==> src/hw/rtl/ycq_pkg.sv <==
package ycq_pkg;

  // Sample and arithmetic widths
  localparam int SAMPLE_W = 8;
  localparam int TERM_W   = 18;
  localparam int SUM_W    = 20;
  localparam int BYTE_W   = 8;
  localparam int PIXEL_W  = 3 * BYTE_W;
  localparam int LANES    = 4;

  // Conversion gains in 8.8 fixed point
  localparam logic signed [SUM_W-1:0]  LUMA_GAIN     = 20'sd298;
  localparam logic signed [SUM_W-1:0]  LUMA_BIAS     = 20'sd112;
  localparam logic signed [TERM_W-1:0] RED_GAIN      = 18'sd409;
  localparam logic signed [TERM_W-1:0] GREEN_CB_GAIN = 18'sd100;
  localparam logic signed [TERM_W-1:0] GREEN_CR_GAIN = 18'sd208;
  localparam logic signed [TERM_W-1:0] BLUE_GAIN     = 18'sd516;

  // Chroma format codes
  localparam logic FMT_411 = 1'b0;
  localparam logic FMT_420 = 1'b1;

  typedef logic signed [SAMPLE_W-1:0] sample_t;
  typedef logic signed [TERM_W-1:0]   term_t;
  typedef logic [PIXEL_W-1:0]         pixel_t;

  // Chroma contributions shared by all four pixels
  typedef struct packed {
    term_t red_add;
    term_t green_sub;
    term_t blue_add;
  } chroma_terms_t;

endpackage

==> src/hw/rtl/ycq_chroma_terms.sv <==
module ycq_chroma_terms (
  input  ycq_pkg::sample_t       chroma_red,
  input  ycq_pkg::sample_t       chroma_blue,
  input  logic                   chroma_format,
  output ycq_pkg::chroma_terms_t terms
);
  import ycq_pkg::*;

  term_t cr_ext;
  term_t cb_ext;
  term_t red_src;
  term_t blue_src;

  assign cr_ext = TERM_W'(chroma_red);
  assign cb_ext = TERM_W'(chroma_blue);

  // Swap the chroma feeding red and blue by format
  assign red_src  = (chroma_format == FMT_411) ? cb_ext : cr_ext;
  assign blue_src = (chroma_format == FMT_411) ? cr_ext : cb_ext;

  // Form the constant products
  assign terms.red_add   = TERM_W'(red_src * RED_GAIN);
  assign terms.green_sub = TERM_W'(cb_ext * GREEN_CB_GAIN + cr_ext * GREEN_CR_GAIN);
  assign terms.blue_add  = TERM_W'(blue_src * BLUE_GAIN);

endmodule

==> src/hw/rtl/ycq_pixel_lane.sv <==
module ycq_pixel_lane (
  input  ycq_pkg::sample_t       luma,
  input  ycq_pkg::chroma_terms_t terms,
  input  logic                   chroma_format,
  output ycq_pkg::pixel_t        pixel
);
  import ycq_pkg::*;

  logic signed [SUM_W-1:0] y_scaled;
  logic signed [SUM_W-1:0] red_sum;
  logic signed [SUM_W-1:0] green_sum;
  logic signed [SUM_W-1:0] blue_sum;
  logic [BYTE_W-1:0]       red_byte;
  logic [BYTE_W-1:0]       green_byte;
  logic [BYTE_W-1:0]       blue_byte;

  // Clamp a sum to 0..255 after dropping the fraction
  function automatic logic [BYTE_W-1:0] to_byte(input logic signed [SUM_W-1:0] sum);
    logic [BYTE_W-1:0] res;
    if (sum[SUM_W-1]) begin
      res = '0;
    end else if (|sum[SUM_W-2:2*BYTE_W]) begin
      res = '1;
    end else begin
      res = sum[2*BYTE_W-1:BYTE_W];
    end
    return res;
  endfunction

  // Scale luma
  assign y_scaled = SUM_W'((SUM_W'(luma) + LUMA_BIAS) * LUMA_GAIN);

  // Add chroma contributions
  assign red_sum   = y_scaled + SUM_W'(terms.red_add);
  assign green_sum = y_scaled - SUM_W'(terms.green_sub);
  assign blue_sum  = y_scaled + SUM_W'(terms.blue_add);

  assign red_byte   = to_byte(red_sum);
  assign green_byte = to_byte(green_sum);
  assign blue_byte  = to_byte(blue_sum);

  // Pack bytes in memory order, first byte lowest
  assign pixel = (chroma_format == FMT_411) ? {blue_byte, green_byte, red_byte}
                                            : {red_byte, green_byte, blue_byte};

endmodule

==> src/hw/rtl/ycbcr_to_rgb_quad_converter.sv <==
// Converts one chroma pair and four luma samples to four RGB pixels.
// The start beat is captured in the input registers, and the pixels and done strobe in the result registers.
// Throughput: one group per cycle; busy is tied low.
// The receiver cannot stall: each result shows for one cycle with done high.
// Synchronous reset clears the valid flags and sets chroma_format to 4:1:1.
module ycbcr_to_rgb_quad_converter (
  input  logic             clk,
  input  logic             rst,
  input  logic             start,
  output logic             busy,
  input  ycq_pkg::sample_t chroma_red,
  input  ycq_pkg::sample_t chroma_blue,
  input  ycq_pkg::sample_t luma_0,
  input  ycq_pkg::sample_t luma_1,
  input  ycq_pkg::sample_t luma_2,
  input  ycq_pkg::sample_t luma_3,
  input  logic             cfg_valid,
  output logic             cfg_ready,
  input  logic             cfg_data,
  output logic             done,
  output ycq_pkg::pixel_t  pixel_0,
  output ycq_pkg::pixel_t  pixel_1,
  output ycq_pkg::pixel_t  pixel_2,
  output ycq_pkg::pixel_t  pixel_3
);
  import ycq_pkg::*;

  logic          chroma_format;
  logic          in_valid;
  sample_t       cr_q;
  sample_t       cb_q;
  sample_t       luma_q [LANES];
  chroma_terms_t terms;
  pixel_t        pixel_next [LANES];

  assign busy      = 1'b0;
  assign cfg_ready = 1'b1;

  // Hold the format register
  always_ff @(posedge clk) begin
    if (rst) begin
      chroma_format <= FMT_411;
    end else if (cfg_valid && cfg_ready) begin
      chroma_format <= cfg_data;
    end
  end

  // Capture the input beat
  always_ff @(posedge clk) begin
    if (rst) begin
      in_valid <= 1'b0;
    end else begin
      in_valid <= start && !busy;
    end
  end

  always_ff @(posedge clk) begin
    if (start && !busy) begin
      cr_q      <= chroma_red;
      cb_q      <= chroma_blue;
      luma_q[0] <= luma_0;
      luma_q[1] <= luma_1;
      luma_q[2] <= luma_2;
      luma_q[3] <= luma_3;
    end
  end

  // Shared chroma products
  ycq_chroma_terms u_terms (
    .chroma_red    (cr_q),
    .chroma_blue   (cb_q),
    .chroma_format (chroma_format),
    .terms         (terms)
  );

  // One conversion lane per pixel
  for (genvar k = 0; k < LANES; k++) begin : g_lane
    ycq_pixel_lane u_lane (
      .luma          (luma_q[k]),
      .terms         (terms),
      .chroma_format (chroma_format),
      .pixel         (pixel_next[k])
    );
  end

  // Register the result beat
  always_ff @(posedge clk) begin
    if (rst) begin
      done <= 1'b0;
    end else begin
      done <= in_valid;
    end
  end

  always_ff @(posedge clk) begin
    if (in_valid) begin
      pixel_0 <= pixel_next[0];
      pixel_1 <= pixel_next[1];
      pixel_2 <= pixel_next[2];
      pixel_3 <= pixel_next[3];
    end
  end

endmodule
==> config.mk <==
export PLATFORM = sky130hd
export DESIGN_NAME = ycbcr_to_rgb_quad_converter
export DESIGN_NICKNAME = d
export VERILOG_FILES = /design/src/hw/rtl/ycq_pkg.sv /design/src/hw/rtl/ycq_chroma_terms.sv /design/src/hw/rtl/ycq_pixel_lane.sv /design/src/hw/rtl/ycbcr_to_rgb_quad_converter.sv
export SDC_FILE = /design/constraint.sdc
export NUM_CORES = 1
export LEC_CHECK = 0
export BUFFER_PORTS_ARGS = -buffer_cell sky130_fd_sc_hd__clkbuf_2
export CAP_MARGIN = 20
export CORE_AREA = 4 4 360 220
export CTS_CLUSTER_DIAMETER = 100
export DETAILED_ROUTE_END_ITERATION = 8
export DIE_AREA = 0 0 364 224
export SLEW_MARGIN = 40
export SYNTH_ARGS = -nofsm -noshare
export SYNTH_HDL_FRONTEND = slang
export SYNTH_SLANG_ARGS = --single-unit
==> constraint.sdc <==
create_clock -name clk -period 7.3 [get_ports clk]
set_input_delay 1.46 -clock clk [delete_from_list [all_inputs] [get_ports clk]]
set_output_delay 1.46 -clock clk [all_outputs]
set_load 0.005 [all_outputs]
==> flow_metrics.py <==
metrics = {
    "synthesis": {
        "ys_async_sr_fraction_pct": 0,
        "ys_seq_area_share_pct": 19.3,
        "synth.distinct_cells": 101,
        "synth_mux_area_share_pct": 1.92,
        "synth-simple-area-share_pct": 11.1,
        "postSynthCellCount": 2417,
        "synth_edf_count": 144,
        "synth_compound_area_share_pct": 18.6,
        "syn-num-nets": 3044,
        "ys.flop_type": "edfxtp_1",
        "syn-cell-area_mm2": 0.0227,
        "avgSynthCellArea_um2": 9.38,
        "synth_xor_area_share_pct": 9.16,
        "ys_seq_elements": 147,
        "yosys.area_share.adder_pct": 34.3,
        "synth_top_family_by_area": "adder cells",
        "yosys_warnings": 0,
    },
    "route": {
        "drtAntennaViolNets": 0,
        "num_vias": 18500,
        "routed_via_density": 5.05,
        "wire_per_inst_um": 18.9,
        "dr.pass1.iters": 7,
        "drt_iter0_markers": 1734,
        "drc": 0,
        "routed_wl_um": 69200,
    },
    "layout": {
        "layout_common_cells": "ha_1, inv_1, nor2_1",
        "drive_above_1_share_pct": 15.3,
        "nets": 3283,
        "mostFrequentLayoutCell": "ha_1",
        "area_delta_synth_final_pct": 15.4,
        "regArea_mm2": 0.00439,
        "layout.cells.non_filler": 3670,
        "multi_input_area_mm2": 0.0173,
        "fillers": 7704,
    },
    "place": {
        "io_buffers": 149,
        "place_worst_setup_slack_ns": 0.000662,
        "hpwl_um": 58400,
        "gp_congestion": 0.970,
        "dpl.cell_count": 3637,
    },
    "setup_path": {
        "critPathKind": "flop to flop",
        "cp.required_ns": 7.61,
        "crit_family": "adder cells",
        "worstPathBufferInverterCount": 3,
        "arrival_ns": 7.32,
        "path_cells": "mux2_2, ha_1, fa_1, fa_1, ha_1, inv_1, fa_1, inv_1, ha_2, a21oi_2, buf_4, o211ai_1, a221oi_2, xnor2_1, ha_2, or2_1, a21o_1, a31o_2, and4_4, a311o_1, a211oi_2, xor2_2, mux2i_4, a221oi_1",
        "cp_max_fo": 8,
        "worstSetupStartpointType": "flop",
        "max_stage_delay_ns": 0.54,
        "cp_slowest_cell": "fa_1",
        "crit_path_frequent_cell": "fa_1",
        "endpoint_kind": "flop",
    },
    "timing": {
        "fmax_mhz": 143,
        "max_slew_margin_pct": 40.4,
        "skew_ns": 0.0131,
        "setup_ws_ns": 0.286,
        "finalCritPeriodShare_pct": 96.1,
        "period_needed_ns": 7.01,
        "hold_violations": 0,
        "finalHoldWorstSlack_ns": 0.733,
        "finalSetupViolCount": 0,
        "worst_pin_slew_ns": 0.894,
        "setup-tns-final_ns": 0,
        "slew_violations": 0,
    },
    "clocking": {
        "cts.sinks": 147,
        "cts_hold_buffers": 0,
        "cts-buffers-inserted": 17,
        "root_buffer": "clkbuf_16",
        "h-tree-depth": 4,
        "clkSlewWorstSetupHoldPaths_ns": 0.07,
        "cts_max_path_buffers": 2,
        "cts_tree": "done",
        "clock_latency_ns": 0.50,
    },
    "global_routing": {
        "grt_pass1_vias": 17400,
        "grtUsageTotal_pct": 17.0,
        "grt_max_degree": 62,
        "overflow": 0,
        "grt_pass1_wl_um": 105000,
        "antenna_found_initial": 1,
    },
    "status": {
        "status": "completed",
    },
    "floorplan": {
        "num_io_pins": 152,
        "rows": 78,
        "die_w_um": 364,
        "start_util_pct": 30.1,
        "dieArea_mm2": 0.0815,
        "die_y_um": 224,
        "core_area_mm2": 0.0754,
    },
    "job": {
        "maxCapViolCount": 0,
    },
    "hold_path": {
        "min_path_type": "flop to flop",
    },
}
[worst reg2reg max path: stages (launching register included)]
cell and delay (ns):
dfxtp_4 0.42, mux2_2 0.39, ha_1 0.35, fa_1 0.54, fa_1 0.42, ha_1 0.29, inv_1 0.05, fa_1 0.50
inv_1 0.05, ha_2 0.32, a21oi_2 0.14, buf_4 0.15, o211ai_1 0.15, a221oi_2 0.34, xnor2_1 0.20, ha_2 0.36
or2_1 0.25, a21o_1 0.20, a31o_2 0.26, and4_4 0.18, a311o_1 0.33, a211oi_2 0.22, xor2_2 0.30, mux2i_4 0.17
a221oi_1 0.26
[cell families (layout without fill, tap and decap cells)]
logic type                 after synthesis  after routing
AOI/OAI and AO/OA                      605            605
other                                    2              3
xor gates and xnor gates               230            230
and+or+nand+nor                        499            499
adders and majority gates              574            574
buffers and inverters                  321            573
DFF                                    147            147
muxes                                   39             39
[repair_timing]
item	4_1_cts	5_1_grt
resized for setup	1	53
pin swaps	0	3
setup endpoints to repair	7	72
endpoints found under the hold margin	0	0
setup buffers	0	0
[cells in the mapped netlist, types with 6 or more instances]
| cell type | instances | area share [%] |
|---|---|---|
| ha_1 | 493 | 27 |
| inv_1 | 297 | 4.9 |
| a21oi_1 | 157 | 3.5 |
| nor2_1 | 157 | 2.6 |
| xnor2_1 | 153 | 5.9 |
| edfxtp_1 | 144 | 19 |
| nand2_1 | 91 | 1.5 |
| o21ai_0 | 90 | 2.0 |
| fa_1 | 81 | 7.1 |
| a21o_1 | 72 | 2.4 |
| xor2_1 | 72 | 2.8 |
| o21a_1 | 57 | 1.9 |
| a211oi_1 | 44 | 1.5 |
| nand3_1 | 37 | 0.82 |
| nor3_1 | 31 | 0.68 |
| nor2b_1 | 30 | 0.83 |
| nand2b_1 | 27 | 0.74 |
| o21bai_1 | 24 | 0.79 |
| mux2i_1 | 21 | 0.93 |
| nand4_1 | 20 | 0.55 |
| or3_1 | 19 | 0.52 |
| a221oi_1 | 16 | 0.62 |
| and2_1 | 16 | 0.44 |
| mux2_2 | 16 | 0.79 |
| a31oi_1 | 15 | 0.41 |
| o221a_2 | 15 | 0.74 |
| and3_1 | 13 | 0.36 |
| o211ai_1 | 12 | 0.40 |
| a211o_1 | 10 | 0.39 |
| clkbuf_1 | 10 | 0.17 |
| and4_1 | 9 | 0.35 |
| or2_2 | 8 | 0.22 |
| a2111oi_0 | 6 | 0.23 |
| nor3b_1 | 6 | 0.20 |
| nor4_1 | 6 | 0.17 |
| o31ai_1 | 6 | 0.20 |
[final timing paths]
kind,end,startpoint,cells after the start,slack [ns]
setup / recovery,pixel_0[7]$_DFFE_PP_,chroma_format$_SDFFE_PP0P_,24,0.29
hold / removal,pixel_2[13]$_SDFFCE_PP0P_,in_valid$_SDFF_PP0_,0,0.73
setup reg to reg,pixel_0[7]$_DFFE_PP_,chroma_format$_SDFFE_PP0P_,24,0.29
hold reg to reg,pixel_2[13]$_SDFFCE_PP0P_,in_valid$_SDFF_PP0_,0,0.73
[registers in the layout (all words and copies together) (netlist names), 8 cells and up]
| name | flops |
|---|---|
| pixel_1 | 24 |
| pixel_2 | 24 |
| cb_q | 8 |
| cr_q | 8 |
| pixel_3 | 24 |
| luma_q | 32 |
| pixel_0 | 24 |
[through the flow]
stage / util, % / area (um2)
after floorplan: - / 22700
after global placement: 33.5 / 25300
after detailed placement: 33.6 / 25300
after CTS: 34.4 / 25900
after global routing: 34.7 / 26200
final: 34.7 / 26200
[layer usage]
metal / up-vias / wire length (um) / GRT usage, %
met2: 631 / 24500 / 21.7
met1: 8613 / 36100 / 26.4
met5: - / 0 / 0
met4: 0 / 933 / 3.39
met3: 44 / 7640 / 6.37
li1: 9252 / - / -
[area by class of cell]
cell class              instances  share of cell area (%)
repair buffers                241                    5.50
flip-flops and latches        147                    16.8
clock buffers                  18                    1.64
clock inverters                14                   0.698
diodes                          1                 0.00956
multi-input cells            1949                    66.3
well taps                    1000                    4.78
inverters                     300                    4.31
Power is left out: the tool's default activity adds up to more than one toggle a clock period on the data nets, which glitch-free logic cannot reach.
